`src/sv/rbt_pkg.sv`:
```
// rbt_pkg: shared types, codes and widths for the retry backoff transition block
`timescale 1ns / 1ps

package rbt_pkg;

  localparam int COUNT_BITS = 16;
  localparam int TIME_BITS  = 48;
  localparam int DELAY_BITS = 32;
  localparam int CFG_IDX_BITS = 3;
  localparam int SHIFT_BITS = $clog2(DELAY_BITS + 1);

  localparam logic [DELAY_BITS-1:0] RETRY_BASE_RESET    = DELAY_BITS'(1);
  localparam logic [DELAY_BITS-1:0] DEFER_BASE_RESET    = DELAY_BITS'(1);
  localparam logic [DELAY_BITS-1:0] DELAY_CAP_RESET     = DELAY_BITS'(3600);
  localparam logic [COUNT_BITS-1:0] ATTEMPT_LIMIT_RESET = COUNT_BITS'(5);
  localparam logic [COUNT_BITS-1:0] DEFER_LIMIT_RESET   = COUNT_BITS'(20);

  typedef enum logic [2:0] {
    OUT_OK         = 3'd0,
    OUT_RETRYABLE  = 3'd1,
    OUT_TIMEOUT    = 3'd2,
    OUT_TERMINAL   = 3'd3,
    OUT_NOT_READY  = 3'd4,
    OUT_BUSY       = 3'd5,
    OUT_INCOMPLETE = 3'd6
  } outcome_t;

  typedef enum logic [1:0] {
    ST_RESCHEDULED = 2'd0,
    ST_COMPLETED   = 2'd1,
    ST_DEAD_LETTER = 2'd2,
    ST_FAILED      = 2'd3
  } status_t;

  typedef enum logic [CFG_IDX_BITS-1:0] {
    REG_RETRY_BASE    = 3'd0,
    REG_DEFER_BASE    = 3'd1,
    REG_DELAY_CAP     = 3'd2,
    REG_ATTEMPT_LIMIT = 3'd3,
    REG_DEFER_LIMIT   = 3'd4
  } cfg_reg_t;

  typedef struct packed {
    logic [2:0]            outcome;
    logic [COUNT_BITS-1:0] attempts_done;
    logic [COUNT_BITS-1:0] deferrals_done;
    logic [TIME_BITS-1:0]  now_seconds;
    logic [COUNT_BITS-1:0] type_attempt_limit;
    logic                  type_attempt_default;
    logic [COUNT_BITS-1:0] type_defer_limit;
    logic                  type_defer_default;
  } in_data_t;

  typedef struct packed {
    logic [1:0]            status;
    logic [COUNT_BITS-1:0] new_attempts;
    logic [COUNT_BITS-1:0] new_deferrals;
    logic [TIME_BITS-1:0]  next_attempt_time;
  } out_data_t;

  typedef struct packed {
    logic [DELAY_BITS-1:0] retry_base;
    logic [DELAY_BITS-1:0] defer_base;
    logic [DELAY_BITS-1:0] delay_cap;
    logic [COUNT_BITS-1:0] default_attempt_limit;
    logic [COUNT_BITS-1:0] default_defer_limit;
  } cfg_t;

  // decode stage to delay stage
  typedef struct packed {
    logic                  valid;
    status_t               status;
    logic [COUNT_BITS-1:0] new_attempts;
    logic [COUNT_BITS-1:0] new_deferrals;
    logic [TIME_BITS-1:0]  now_seconds;
    logic                  do_delay;
    logic [DELAY_BITS-1:0] base;
    logic                  steps_over;
    logic [SHIFT_BITS-1:0] shamt;
  } dec_stage_t;

  // delay stage to sum stage
  typedef struct packed {
    logic                  valid;
    status_t               status;
    logic [COUNT_BITS-1:0] new_attempts;
    logic [COUNT_BITS-1:0] new_deferrals;
    logic [TIME_BITS-1:0]  now_seconds;
    logic [DELAY_BITS-1:0] delay;
  } dly_stage_t;

endpackage

```
`src/sv/rbt_decode.sv`:
```
// rbt_decode: outcome decode, counter update, limit check and shift setup
`timescale 1ns / 1ps

module rbt_decode (
  input  logic               clk,
  input  logic               rst_n,
  input  logic               in_beat,
  input  rbt_pkg::in_data_t  in_data,
  input  rbt_pkg::cfg_t      cfg,
  output rbt_pkg::dec_stage_t dec
);

  rbt_pkg::dec_stage_t dec_r, dec_nxt;

  logic [rbt_pkg::COUNT_BITS-1:0] att_inc, def_inc, att_lim, def_lim, cnt, steps;

  always_comb begin
    att_inc = (&in_data.attempts_done) ? in_data.attempts_done
                                       : in_data.attempts_done + 1'b1;
    def_inc = (&in_data.deferrals_done) ? in_data.deferrals_done
                                        : in_data.deferrals_done + 1'b1;
    att_lim = in_data.type_attempt_default ? cfg.default_attempt_limit
                                           : in_data.type_attempt_limit;
    def_lim = in_data.type_defer_default ? cfg.default_defer_limit
                                         : in_data.type_defer_limit;

    dec_nxt               = '0;
    dec_nxt.valid         = in_beat;
    dec_nxt.status        = rbt_pkg::ST_RESCHEDULED;
    dec_nxt.new_attempts  = in_data.attempts_done;
    dec_nxt.new_deferrals = in_data.deferrals_done;
    dec_nxt.now_seconds   = in_data.now_seconds;
    cnt                   = '0;

    unique case (in_data.outcome) inside
      rbt_pkg::OUT_OK: begin
        dec_nxt.status = rbt_pkg::ST_COMPLETED;
      end
      rbt_pkg::OUT_TERMINAL: begin
        dec_nxt.status = rbt_pkg::ST_FAILED;
      end
      rbt_pkg::OUT_RETRYABLE, rbt_pkg::OUT_TIMEOUT: begin
        dec_nxt.new_attempts  = att_inc;
        dec_nxt.new_deferrals = '0;
        if (att_lim != '0 && att_inc >= att_lim) begin
          dec_nxt.status = rbt_pkg::ST_DEAD_LETTER;
        end else begin
          dec_nxt.do_delay = 1'b1;
          dec_nxt.base     = cfg.retry_base;
          cnt              = att_inc;
        end
      end
      rbt_pkg::OUT_NOT_READY, rbt_pkg::OUT_BUSY: begin
        dec_nxt.new_deferrals = def_inc;
        if (def_lim != '0 && def_inc >= def_lim) begin
          dec_nxt.status = rbt_pkg::ST_DEAD_LETTER;
        end else begin
          dec_nxt.do_delay = 1'b1;
          dec_nxt.base     = cfg.defer_base;
          cnt              = def_inc;
        end
      end
      rbt_pkg::OUT_INCOMPLETE: begin
        dec_nxt.new_deferrals = '0;
      end
      default: begin
      end
    endcase

    // doubling steps are one fewer than the count
    steps              = (cnt == '0) ? '0 : cnt - 1'b1;
    dec_nxt.steps_over = (steps > rbt_pkg::COUNT_BITS'(rbt_pkg::DELAY_BITS));
    dec_nxt.shamt      = steps[rbt_pkg::SHIFT_BITS-1:0];
  end

  always_ff @(posedge clk) begin
    if (!rst_n) begin
      dec_r.valid <= 1'b0;
    end else begin
      dec_r.valid <= dec_nxt.valid;
    end
    dec_r.status        <= dec_nxt.status;
    dec_r.new_attempts  <= dec_nxt.new_attempts;
    dec_r.new_deferrals <= dec_nxt.new_deferrals;
    dec_r.now_seconds   <= dec_nxt.now_seconds;
    dec_r.do_delay      <= dec_nxt.do_delay;
    dec_r.base          <= dec_nxt.base;
    dec_r.steps_over    <= dec_nxt.steps_over;
    dec_r.shamt         <= dec_nxt.shamt;
  end

  assign dec = dec_r;

endmodule

```
`src/sv/rbt_delay.sv`:
```
// rbt_delay: capped doubling delay from base and shift count
`timescale 1ns / 1ps

module rbt_delay (
  input  logic                                clk,
  input  logic                                rst_n,
  input  rbt_pkg::dec_stage_t                 dec,
  input  logic [rbt_pkg::DELAY_BITS-1:0]      delay_cap,
  output rbt_pkg::dly_stage_t                 dly
);

  localparam int WIDE_BITS = 2 * rbt_pkg::DELAY_BITS;

  rbt_pkg::dly_stage_t dly_r, dly_nxt;
  logic [WIDE_BITS-1:0] wide;
  logic [WIDE_BITS-1:0] cap_wide;

  always_comb begin
    wide     = {{rbt_pkg::DELAY_BITS{1'b0}}, dec.base} << dec.shamt;
    cap_wide = {{rbt_pkg::DELAY_BITS{1'b0}}, delay_cap};

    dly_nxt.valid         = dec.valid;
    dly_nxt.status        = dec.status;
    dly_nxt.new_attempts  = dec.new_attempts;
    dly_nxt.new_deferrals = dec.new_deferrals;
    dly_nxt.now_seconds   = dec.now_seconds;

    if (!dec.do_delay) begin
      dly_nxt.delay = '0;
    end else if (dec.base == '0 || dec.steps_over || wide > cap_wide) begin
      dly_nxt.delay = delay_cap;
    end else begin
      dly_nxt.delay = wide[rbt_pkg::DELAY_BITS-1:0];
    end
  end

  always_ff @(posedge clk) begin
    if (!rst_n) begin
      dly_r.valid <= 1'b0;
    end else begin
      dly_r.valid <= dly_nxt.valid;
    end
    dly_r.status        <= dly_nxt.status;
    dly_r.new_attempts  <= dly_nxt.new_attempts;
    dly_r.new_deferrals <= dly_nxt.new_deferrals;
    dly_r.now_seconds   <= dly_nxt.now_seconds;
    dly_r.delay         <= dly_nxt.delay;
  end

  assign dly = dly_r;

endmodule

```
`src/sv/rbt_sum.sv`:
```
// rbt_sum: saturating time add and result register
`timescale 1ns / 1ps

module rbt_sum (
  input  logic                 clk,
  input  logic                 rst_n,
  input  rbt_pkg::dly_stage_t  dly,
  output logic                 out_valid,
  output rbt_pkg::out_data_t   out_data
);

  logic                      out_valid_r;
  rbt_pkg::out_data_t        out_data_r, out_data_nxt;
  logic [rbt_pkg::TIME_BITS:0] sum;

  always_comb begin
    sum = {1'b0, dly.now_seconds}
        + {{(rbt_pkg::TIME_BITS + 1 - rbt_pkg::DELAY_BITS){1'b0}}, dly.delay};
    out_data_nxt.status            = dly.status;
    out_data_nxt.new_attempts      = dly.new_attempts;
    out_data_nxt.new_deferrals     = dly.new_deferrals;
    out_data_nxt.next_attempt_time = sum[rbt_pkg::TIME_BITS] ? '1
                                                             : sum[rbt_pkg::TIME_BITS-1:0];
  end

  always_ff @(posedge clk) begin
    if (!rst_n) begin
      out_valid_r <= 1'b0;
    end else begin
      out_valid_r <= dly.valid;
    end
    out_data_r <= out_data_nxt;
  end

  assign out_valid = out_valid_r;
  assign out_data  = out_data_r;

endmodule

```
`src/sv/retry_backoff_transition.sv`:
```
// retry_backoff_transition: top level of the capped exponential backoff transition
//
// one beat in: a task outcome with its attempt and deferral counts, the
// current time and the type's limits (in_data); a beat is taken at every
// clock edge where start is high and busy is low
// one beat out: next status, updated counters and next eligible time on
// out_data, marked by a one-cycle out_valid strobe
// each beat passes the three register stages (decode, capped shift, saturating
// add); one beat can enter every cycle, so throughput is one per cycle
// busy stays low: the pipeline never holds, and the receiver cannot stall it,
// so every result is shown exactly once, in order of entry
// configuration writes go through cfg_valid/cfg_ready with a register index
// and data; cfg_ready is always high; write only while no beat is in flight
// synchronous reset clears the pipeline valid bits and loads the register
// defaults (bases 1, cap 3600, attempt limit 5, deferral limit 20)
`timescale 1ns / 1ps

module retry_backoff_transition (
  input  logic                                 clk,
  input  logic                                 rst_n,
  input  logic                                 start,
  output logic                                 busy,
  input  rbt_pkg::in_data_t                    in_data,
  output logic                                 out_valid,
  output rbt_pkg::out_data_t                   out_data,
  input  logic                                 cfg_valid,
  output logic                                 cfg_ready,
  input  logic [rbt_pkg::CFG_IDX_BITS-1:0]     cfg_index,
  input  logic [rbt_pkg::DELAY_BITS-1:0]       cfg_data
);

  rbt_pkg::cfg_t       cfg_r, cfg_nxt;
  rbt_pkg::dec_stage_t dec;
  rbt_pkg::dly_stage_t dly;
  logic                in_beat;

  // the pipeline never stalls
  assign busy      = 1'b0;
  assign cfg_ready = 1'b1;
  assign in_beat   = start && !busy;

  // register file write decode
  always_comb begin
    cfg_nxt = cfg_r;
    if (cfg_valid && cfg_ready) begin
      unique case (cfg_index)
        rbt_pkg::REG_RETRY_BASE:    cfg_nxt.retry_base = cfg_data;
        rbt_pkg::REG_DEFER_BASE:    cfg_nxt.defer_base = cfg_data;
        rbt_pkg::REG_DELAY_CAP:     cfg_nxt.delay_cap  = cfg_data;
        rbt_pkg::REG_ATTEMPT_LIMIT:
          cfg_nxt.default_attempt_limit = cfg_data[rbt_pkg::COUNT_BITS-1:0];
        rbt_pkg::REG_DEFER_LIMIT:
          cfg_nxt.default_defer_limit = cfg_data[rbt_pkg::COUNT_BITS-1:0];
        default: begin
          // index beyond the register list: write ignored
        end
      endcase
    end
  end

  always_ff @(posedge clk) begin
    if (!rst_n) begin
      cfg_r.retry_base            <= rbt_pkg::RETRY_BASE_RESET;
      cfg_r.defer_base            <= rbt_pkg::DEFER_BASE_RESET;
      cfg_r.delay_cap             <= rbt_pkg::DELAY_CAP_RESET;
      cfg_r.default_attempt_limit <= rbt_pkg::ATTEMPT_LIMIT_RESET;
      cfg_r.default_defer_limit   <= rbt_pkg::DEFER_LIMIT_RESET;
    end else begin
      cfg_r <= cfg_nxt;
    end
  end

  // stage 1: outcome decode, saturating counters, limit compare
  rbt_decode u_decode (
    .clk     (clk),
    .rst_n   (rst_n),
    .in_beat (in_beat),
    .in_data (in_data),
    .cfg     (cfg_r),
    .dec     (dec)
  );

  // stage 2: base shifted by the doubling steps, clipped at the cap
  rbt_delay u_delay (
    .clk       (clk),
    .rst_n     (rst_n),
    .dec       (dec),
    .delay_cap (cfg_r.delay_cap),
    .dly       (dly)
  );

  // stage 3: now plus delay, saturating, into the result register
  rbt_sum u_sum (
    .clk       (clk),
    .rst_n     (rst_n),
    .dly       (dly),
    .out_valid (out_valid),
    .out_data  (out_data)
  );

endmodule

```
`config.mk`:
```
export PLATFORM = sky130hd
export DESIGN_NAME = retry_backoff_transition
export DESIGN_NICKNAME = d
export VERILOG_FILES = /design/src/sv/rbt_pkg.sv /design/src/sv/rbt_decode.sv /design/src/sv/rbt_delay.sv /design/src/sv/rbt_sum.sv /design/src/sv/retry_backoff_transition.sv
export SDC_FILE = /design/constraint.sdc
export NUM_CORES = 1
export LEC_CHECK = 0
export BUFFER_PORTS_ARGS = -buffer_cell sky130_fd_sc_hd__buf_2
export CAP_MARGIN = 20
export CORE_ASPECT_RATIO = 0.7
export CORE_UTILIZATION = 55
export CTS_CLUSTER_SIZE = 16
export DETAILED_ROUTE_END_ITERATION = 12
export PLACE_DENSITY = 0.76
export SYNTH_ARGS = -nofsm -noshare
export SYNTH_HDL_FRONTEND = slang
export SYNTH_SLANG_ARGS = --single-unit
```
`constraint.sdc`:
```
create_clock -name clk -period 11.25 [get_ports clk]
set_input_delay 1.6875 -clock clk [delete_from_list [all_inputs] [get_ports clk]]
set_output_delay 1.6875 -clock clk [all_outputs]
set_load 0.02 [all_outputs]
```
## Word-level counts from Yosys, hierarchy flattened

Cells that the tools add are included.

- Bits of input ports: 156
- Register bits: 449
- Logic and storage cells: 81
- Output and inout bits: 85

- Equality and inequality tests: 10
- Order comparisons: 4
- Multiplexer cells: 17
- Shifts and indexed selects: 1
- $add $sub $neg: 4
- Reduce and logical (&&, ||, !) cells: 20

Operators with widths:

| operator | count |
|---|---|
| 16-bit two-way mux | 8 |
| 33-bit two-way mux | 2 |
| 33-bit one-hot mux with 2 select lines | 1 |
| 64-bit by 32-bit greater-than comparator with 1-bit output | 1 |
| 16-bit one-hot mux with 2 select lines | 2 |
| 32-bit by 6-bit << shifter with 64-bit output | 1 |
| 48-bit by 32-bit adder with 49-bit output | 1 |
| 16-bit by 1-bit adder with 16-bit output (second input constant) | 2 |
| 16-bit greater-or-equal comparator | 2 |
| 32-bit zero test | 1 |
| 32-bit two-way mux | 1 |
| 16-bit AND reduction | 2 |
| 16-bit nonzero test | 2 |
| 16-bit by 6-bit greater-than comparator with 1-bit output (second input constant) | 1 |
| 16-bit zero test | 1 |
| 16-bit by 1-bit subtractor with 16-bit output (second input constant) | 1 |
| 3-bit by 2-bit equality test with 1-bit output (second input constant) | 4 |
| 3-bit equality test (second input constant) | 4 |
| 2-bit AND reduction | 5 |
| 2-bit one-hot mux with 4 select lines | 1 |
| 3-bit by 1-bit equality test with 1-bit output (second input constant) | 2 |
| 3-bit zero test | 2 |
| 2-bit two-way mux | 2 |
| 2-bit OR reduction | 2 |
| 3 further kinds | 5 |

## Depth between registers and ports, before layout

Gate-level depths: netlist of run 1.

- Depth in word-level cells: 9
- Mapped depth: 25
- Mapped depth without buffers: 23

## Cells and area by module

From an unflattened synthesis of run 1, not the netlist that was laid out.

- Cell total of the unflattened synthesis: 2257
- Area total of the unflattened synthesis: 21531.9 µm²

Modules (own cells, without submodules):

| module | cells an instance | seq. area each (µm²) | instances | area each (µm²) |
|---|---|---|---|---|
| rbt_delay | 702 | 2302.2 | 1 | 6557.5 |
| rbt_decode | 674 | 2462.4 | 1 | 6293.5 |
| retry_backoff_transition | 465 | 2562.5 | 1 | 4808.4 |
| rbt_sum | 416 | 1661.6 | 1 | 3872.5 |

## Least setup slack after synthesis of run 1

Ideal clock, no wire load.

- Kind: input to register
- Start: input port in_data[107] (netlist bit)
- End: register u_decode.dec_r (netlist bit u_decode.dec[6])
- Required time: 11130 ps
- Arrival: 6780 ps
- Cell stages on the path: 23
- Path slack: 4350 ps
- Setup time: 120 ps
- Cell sequence: clkbuf_1 nand3_1 or4_1 buf_2 nor2_1 nor2_1 xor2_1 ha_1 nand4_1 or4_1 a2bb2oi_1 o211ai_1 a21oi_1 clkbuf_1 clkbuf_1 clkbuf_1 a22oi_1 ha_1 inv_1 a221o_1 or3_1 o31a_1 o31a_1

RTL lines:

| what | line | text |
|---|---|---|
| start: declaration | retry_backoff_transition.sv:23 | `input rbt_pkg::in_data_t in_data,` |
| end: declaration | rbt_decode.sv:13 | `rbt_pkg::dec_stage_t dec_r, dec_nxt;` |

==> results.sh, run 1 <==
export IMPL_via_per_inst=5.78
export IMPL_irDropWorstVdd_mv=0.126
export IMPL_ctsResizeCount=0
export IMPL_drt_iter0_drc=1576
export IMPL_first_pass_iters=6
export IMPL_die_y_um=164
export IMPL_cellPowerDensity_nw_per_um2=165
export IMPL_place_hpwl_um=41900
export IMPL_place_gp_congestion=0.941
export IMPL_ios=241
export IMPL_async_flop_share_pct=0
export IMPL_core_sq_um=36400
export IMPL_dieArea_sq_um=38200
export IMPL_rrSetupSlack_ns=6.01
export IMPL_final_common_cell="dfxtp_1"
export IMPL_instances_no_fill=2941
export IMPL_ys_seq_area_share_pct=43.7
export IMPL_rr_startpoint="u_decode.dec[0]"
export IMPL_synthCells=2243
export IMPL_routed_wl_um=56200
export IMPL_cts_tree="done"
export IMPL_worstHoldStart="u_decode.dec[115]"
export IMPL_whs_endpoint="u_delay.dly[107]"
export IMPL_min_period_over_period_pct=60.8
export IMPL_hold_violations=0
export IMPL_slew_violations=0
export IMPL_path_class="input port to register"
export IMPL_cp_required_ns=11.67
export IMPL_relSlewSlack_pct=21.1
export IMPL_power_mw=3.87
export IMPL_grtUsageTotal_pct=28.8
export IMPL_ys_top_cells_by_area="dfxtp_1 44%, nand2_1 7.8%, ha_1 6.0%"
export IMPL_crit_fanout=49
export IMPL_ys_ff_latch=449
export IMPL_start_util_pct=56.6
export IMPL_worst_setup_path_end_kind="register"
export IMPL_setup_viol=0
export IMPL_ys_types=80
export IMPL_rows=58
export IMPL_yosys_warnings=0
export IMPL_syn_nets=2499
export IMPL_rsz0062_at_grt="false"
export IMPL_post_cts_buffers=0
export IMPL_grt_max_degree=132
export IMPL_rr_endpoint="u_delay.dly[0]"
export IMPL_clock_sinks=449
export IMPL_htreeDepth=2
export IMPL_antenna_found_initial=1
export IMPL_io_buffers=238
export IMPL_die_w_um=233
export IMPL_synthFlopType="dfxtp_1"
export IMPL_worstHoldPathType="register to register"
export IMPL_synth_edf_count=0
export IMPL_syn_avg_cell_area_sq_um=9.18
export IMPL_grt_overflow=0
export IMPL_max_cap_violations=0
export IMPL_wl_per_cell_um=19.1
export IMPL_insertion_delay_ns=0.56
export IMPL_syn_to_final_growth_pct=13.9
export IMPL_path_clk_slew_ns=0.06
export IMPL_max_freq_mhz=146
export IMPL_drive_gt1_share_pct=19.2
export IMPL_ant_nets=0
export IMPL_clockBufferDepth=3
export IMPL_nNetsFinal=2687
export IMPL_root_buffer="clkbuf_16"
export IMPL_min_period_ns=6.84
export IMPL_dp_cells=2866
export IMPL_synth_top_cell_area_share_pct=43.7
export IMPL_cts_buffers=42
export IMPL_start_kind="input port"
export IMPL_p_leak_nw=9.83
export IMPL_nFillCells=3000
export IMPL_arrival_ns=7.26
export IMPL_cts_hold_buffers=0
export IMPL_grt_pass1_wl_um=86300
export IMPL_finClkSkew_ns=0.0267
export IMPL_holdPathStages=0
export IMPL_yosysTopAreaCell="dfxtp_1"
export IMPL_final_cell_mix="447 x dfxtp_1, 428 x nand2_1, 238 x buf_2"
export IMPL_worst_slew_pin_slew_ns=1.18
export IMPL_reg2regPathDepth=20
export IMPL_synth_area_sq_um=20600
export IMPL_final_util_pct=64.5
export IMPL_setup_tns_ns=0
export IMPL_routed_via_count=17000
export IMPL_grt_pass1_vias=15900
export IMPL_status="completed"
export IMPL_drc=0
## cell families after synthesis
family	count (synthesis)	synth area share, %
adders and majority gates	101	6.16
and+or+nand+nor	808	18.0
DFF	449	43.7
xor gates and xnor gates	51	2.17
other	2	0.0365
AOI/OAI and AO/OA	517	17.8
buffers and inverters	192	4.00
muxes	123	8.14
## power by group
group          leakage, nW  internal [mW]  switching [mW]
registers             3.72           1.68          0.0498
clock network        0.682          0.824           0.601
logic                 5.43          0.267           0.447
## flip-flops by register name, summed over array words and instances (netlist names)
signal and cells:
u_decode.dec 123, cfg_r 128, u_delay.dly 115, u_sum.out_valid 1
u_sum.out_data 82
## worst max-delay path by stage
stage	to	slack (ns)	from	cells after the start
finish	u_decode.dec[0]	4.41	in_data[82]	22
global route	u_decode.dec[0]	3.91	in_data[82]	23
CTS	u_decode.dec[0]	4.57	in_data[82]	22
detailed placement	u_decode.dec[0]	4.01	in_data[82]	22
global placement	u_decode.dec[2]	4.18	in_data[82]	22
floorplan	u_decode.dec[6]	4.35	in_data[107]	23
## critical path: stages
cell and delay [ns]:
buf_2 0.16, ha_1 0.22, and2_1 0.26, nand4_1 0.29, or3_1 0.59, a21oi_1 0.59, ha_1 0.21, o21ai_0 0.08
o21ai_0 0.20, a21oi_1 0.11, o211ai_1 0.38, a21oi_4 0.08, buf_4 0.30, inv_1 0.24, o22ai_1 0.14, inv_1 0.08
ha_1 0.17, inv_1 0.07, a221o_1 0.33, or3_1 0.41, nor3_1 0.55, nor2_1 0.11
## cells in the mapped netlist, types with 9 or more instances
cell type and instances:
dfxtp_1 449, mux2_2 33, and3_1 17, clkbuf_1 88, o21ai_0 70, a31oi_1 15, nor2b_1 14, nand3_1 45
mux4_2 32, xor2_1 20, ha_1 99, a211oi_1 15, o31ai_1 9, nand2b_1 15, inv_1 75, and2_1 20
a21boi_0 123, o211ai_1 11, a21oi_1 78, xnor2_1 31, nor4_1 22, nor2_1 126, o21ai_2 29, nand4_1 29
nand2_1 428, nor3_1 33, buf_6 10, mux2i_1 57, nand3_2 29, o21a_1 22, a21o_1 31, a22o_1 44
## layout make-up
cell class | instances | area (sq um) | share of cell area (%)
antenna | 1 | 2.50 | 0.0107
tap | 480 | 601 | 2.56
sequential | 449 | 8990 | 38.3
clock buffer | 57 | 1210 | 5.15
timing repair buffer | 259 | 1360 | 5.81
multi-input combinational | 1602 | 10800 | 46.1
clock inverter | 16 | 175 | 0.747
inverter | 77 | 289 | 1.23
## metrics by stage
| stage | setup slack (ns) | hold WS (ns) | area [sq um] |
|---|---|---|---|
| 4_1_cts | 4.57 | 0.319 | 23400 |
| 2_1_floorplan | 4.35 | 0.310 | 20600 |
| 3_5_place_dp | 4.01 | 0.312 | 22000 |
| 3_3_place_gp | 4.18 | 0.310 | 22000 |
| 6_report | 4.41 | 0.319 | 23500 |
| 5_1_grt | 3.91 | 0.327 | 23500 |
## layer usage
metal | GRT usage [%] | up-vias | wire length [um]
li1 | - | 8281 | -
met5 | 0 | - | 0
met4 | 6.80 | 0 | 1040
met3 | 7.62 | 96 | 5380
met1 | 43.2 | 7940 | 26900
met2 | 40.7 | 673 | 22800
(Power assumes the default switching activity.)
==> run 2: changes to the inputs <==
CORE_UTILIZATION = 53   (was 55)
clock period = 5.49 ns   (was 11.25 ns; I/O delays follow)
==> run 2 against run 1 <==
  * First-iteration DRC count up 6.9%
  * Design area up 1.9%
  * Combinational power increased by 110%
  * Die area increased by 3.7%
  * Cell count rose by 2.7%
==> results.sh, run 2 (synthesis results as in run 1) <==
export IMPL_status="completed"
export IMPL_clock_sinks=449
export IMPL_syn_to_final_growth_pct=16.0
export IMPL_setup_viol=0
export IMPL_grt_pass1_wl_um=90300
export IMPL_first_pass_iters=6
export IMPL_core_sq_um=37700
export IMPL_insertion_delay_ns=0.56
export IMPL_io_buffers=238
export IMPL_final_util_pct=63.3
export IMPL_rr_startpoint="u_decode.dec[1]"
export IMPL_ant_nets=0
export IMPL_largest_reg_flops=128
export IMPL_finClkSkew_ns=0.0170
export IMPL_routed_wl_um=58100
export IMPL_post_cts_buffers=0
export IMPL_rsz0062_at_grt="false"
export IMPL_cts_buffers=43
export IMPL_dieArea_sq_um=39700
export IMPL_via_per_inst=5.73
export IMPL_critPathSlowestCell="dfxtp_1"
export IMPL_worstHoldPathType="register to register"
export IMPL_routed_via_count=17300
export IMPL_cts_tree="done"
export IMPL_crit_fanout=24
export IMPL_rr_endpoint="u_delay.dly[7]"
export IMPL_drive_gt1_share_pct=20.7
export IMPL_cp_num_buf_inv=3
export IMPL_worstHoldStart="u_decode.dec[81]"
export IMPL_clockBufferDepth=3
export IMPL_irDropWorstVdd_mv=0.253
export IMPL_cp_slowest_stage_delay_ns=0.97
export IMPL_hold_violations=0
export IMPL_htreeDepth=2
export IMPL_whs_endpoint="u_delay.dly[73]"
export IMPL_relSlewSlack_pct=27.0
export IMPL_worst_slew_pin_slew_ns=1.09
export IMPL_grt_overflow=0
export IMPL_p_leak_nw=10.0
export IMPL_worst_setup_path_end_kind="register"
export IMPL_path_class="register to register"
export IMPL_antenna_found_initial=3
export IMPL_arrival_ns=5.61
export IMPL_crit_chain="inv_1 > mux4_2 > mux2i_1 > and2_1 > ha_1 > nand4_1 > nor2_1 > a221oi_1 > o221ai_1 > a211o_1 > a221oi_4 > buf_4 > buf_12 > nand3_2 > o21ai_2"
export IMPL_grt_max_degree=74
export IMPL_rrSetupSlack_ns=0.37
export IMPL_regMostFlops="cfg_r"
export IMPL_holdPathStages=0
export IMPL_ios=241
export IMPL_final_cell_mix="447 x dfxtp_1, 428 x nand2_1, 238 x buf_2"
export IMPL_drt_iter0_drc=1684
export IMPL_place_hpwl_um=43700
export IMPL_start_util_pct=54.6
export IMPL_root_buffer="clkbuf_16"
export IMPL_path_clk_slew_ns=0.07
export IMPL_place_gp_congestion=0.976
export IMPL_die_y_um=167
export IMPL_reg2regPathDepth=15
export IMPL_grtUsageTotal_pct=28.9
export IMPL_nNetsFinal=2720
export IMPL_setup_tns_ns=0
export IMPL_cellPowerDensity_nw_per_um2=342
export IMPL_cp_required_ns=5.97
export IMPL_max_freq_mhz=195
export IMPL_cpLargestDelayFamily="compound AO/OA/AOI/OAI gates"
export IMPL_final_common_cell="dfxtp_1"
export IMPL_whs_ns=0.321
export IMPL_wl_per_cell_um=19.2
export IMPL_min_period_ns=5.12
export IMPL_rows=59
export IMPL_die_w_um=238
export IMPL_max_cap_violations=0
export IMPL_min_period_over_period_pct=93.3
export IMPL_grt_pass1_vias=16200
export IMPL_slew_violations=0
export IMPL_drc=0
export IMPL_start_kind="register"
-- run 2: power by group --
part | total [mW] | leakage (nW) | internal (mW) | switching (mW)
registers | 3.59 | 3.72 | 3.45 | 0.138
clock network | 3.10 | 0.725 | 1.81 | 1.29
logic | 1.49 | 5.59 | 0.581 | 0.911
-- run 2: worst max path at each step --
stage,start,cells after the start,end
floorplan,in_data[106],24,u_decode.dec[6]
global placement,in_data[104],21,u_decode.dec[6]
detailed placement,in_data[104],21,u_decode.dec[6]
CTS,u_decode.dec[0],19,u_delay.dly[7]
global route,u_decode.dec[1],19,u_delay.dly[11]
finish,u_decode.dec[1],15,u_delay.dly[7]
-- run 2: area by class of cell --
class / count / area [sq um]
tap: 518 / 648
sequential: 449 / 8990
timing repair buffer: 291 / 1610
clock buffer: 51 / 1160
antenna: 3 / 7.51
fill: 3142 / 13800
multi-input combinational: 1602 / 10800
clock inverter: 28 / 333
inverter: 77 / 289
-- run 2: per-layer routing --
layer | up-vias | GRT usage, % | routed length (um)
met5 | - | 0 | 0
met4 | 0 | 6.51 | 1120
met3 | 88 | 7.81 | 5710
met2 | 685 | 38.9 | 22900
met1 | 8155 | 45.0 | 28400
li1 | 8357 | - | -
-- run 2: through the flow --
step                total power, mW  area [sq um]  setup slack [ns]  std cells
finish                         8.18         23900             0.366       3019
floorplan                      4.66         20700            0.0161       2243
CTS                            8.20         23900             0.397       3016
global route                   8.53         23900            0.0778       3019
detailed placement             5.11         22400            0.0663       2937
global placement               5.09         22400             0.141       2937
-- run 2: worst reg2reg max path, stage by stage (launching register included) --
cell and delay (ns):
dfxtp_1 0.97, inv_1 0.37, mux4_2 0.63, mux2i_1 0.39, and2_1 0.27, ha_1 0.27, nand4_1 0.12, nor2_1 0.08
a221oi_1 0.31, o221ai_1 0.22, a211o_1 0.38, a221oi_4 0.34, buf_4 0.28, buf_12 0.21, nand3_2 0.10, o21ai_2 0.09
-- run 2: repair_timing --
item | 4_1_cts | 5_1_grt
hold buffers | 0 | 0
gates resized for setup | 0 | 1
setup endpoints to repair | 0 | 11
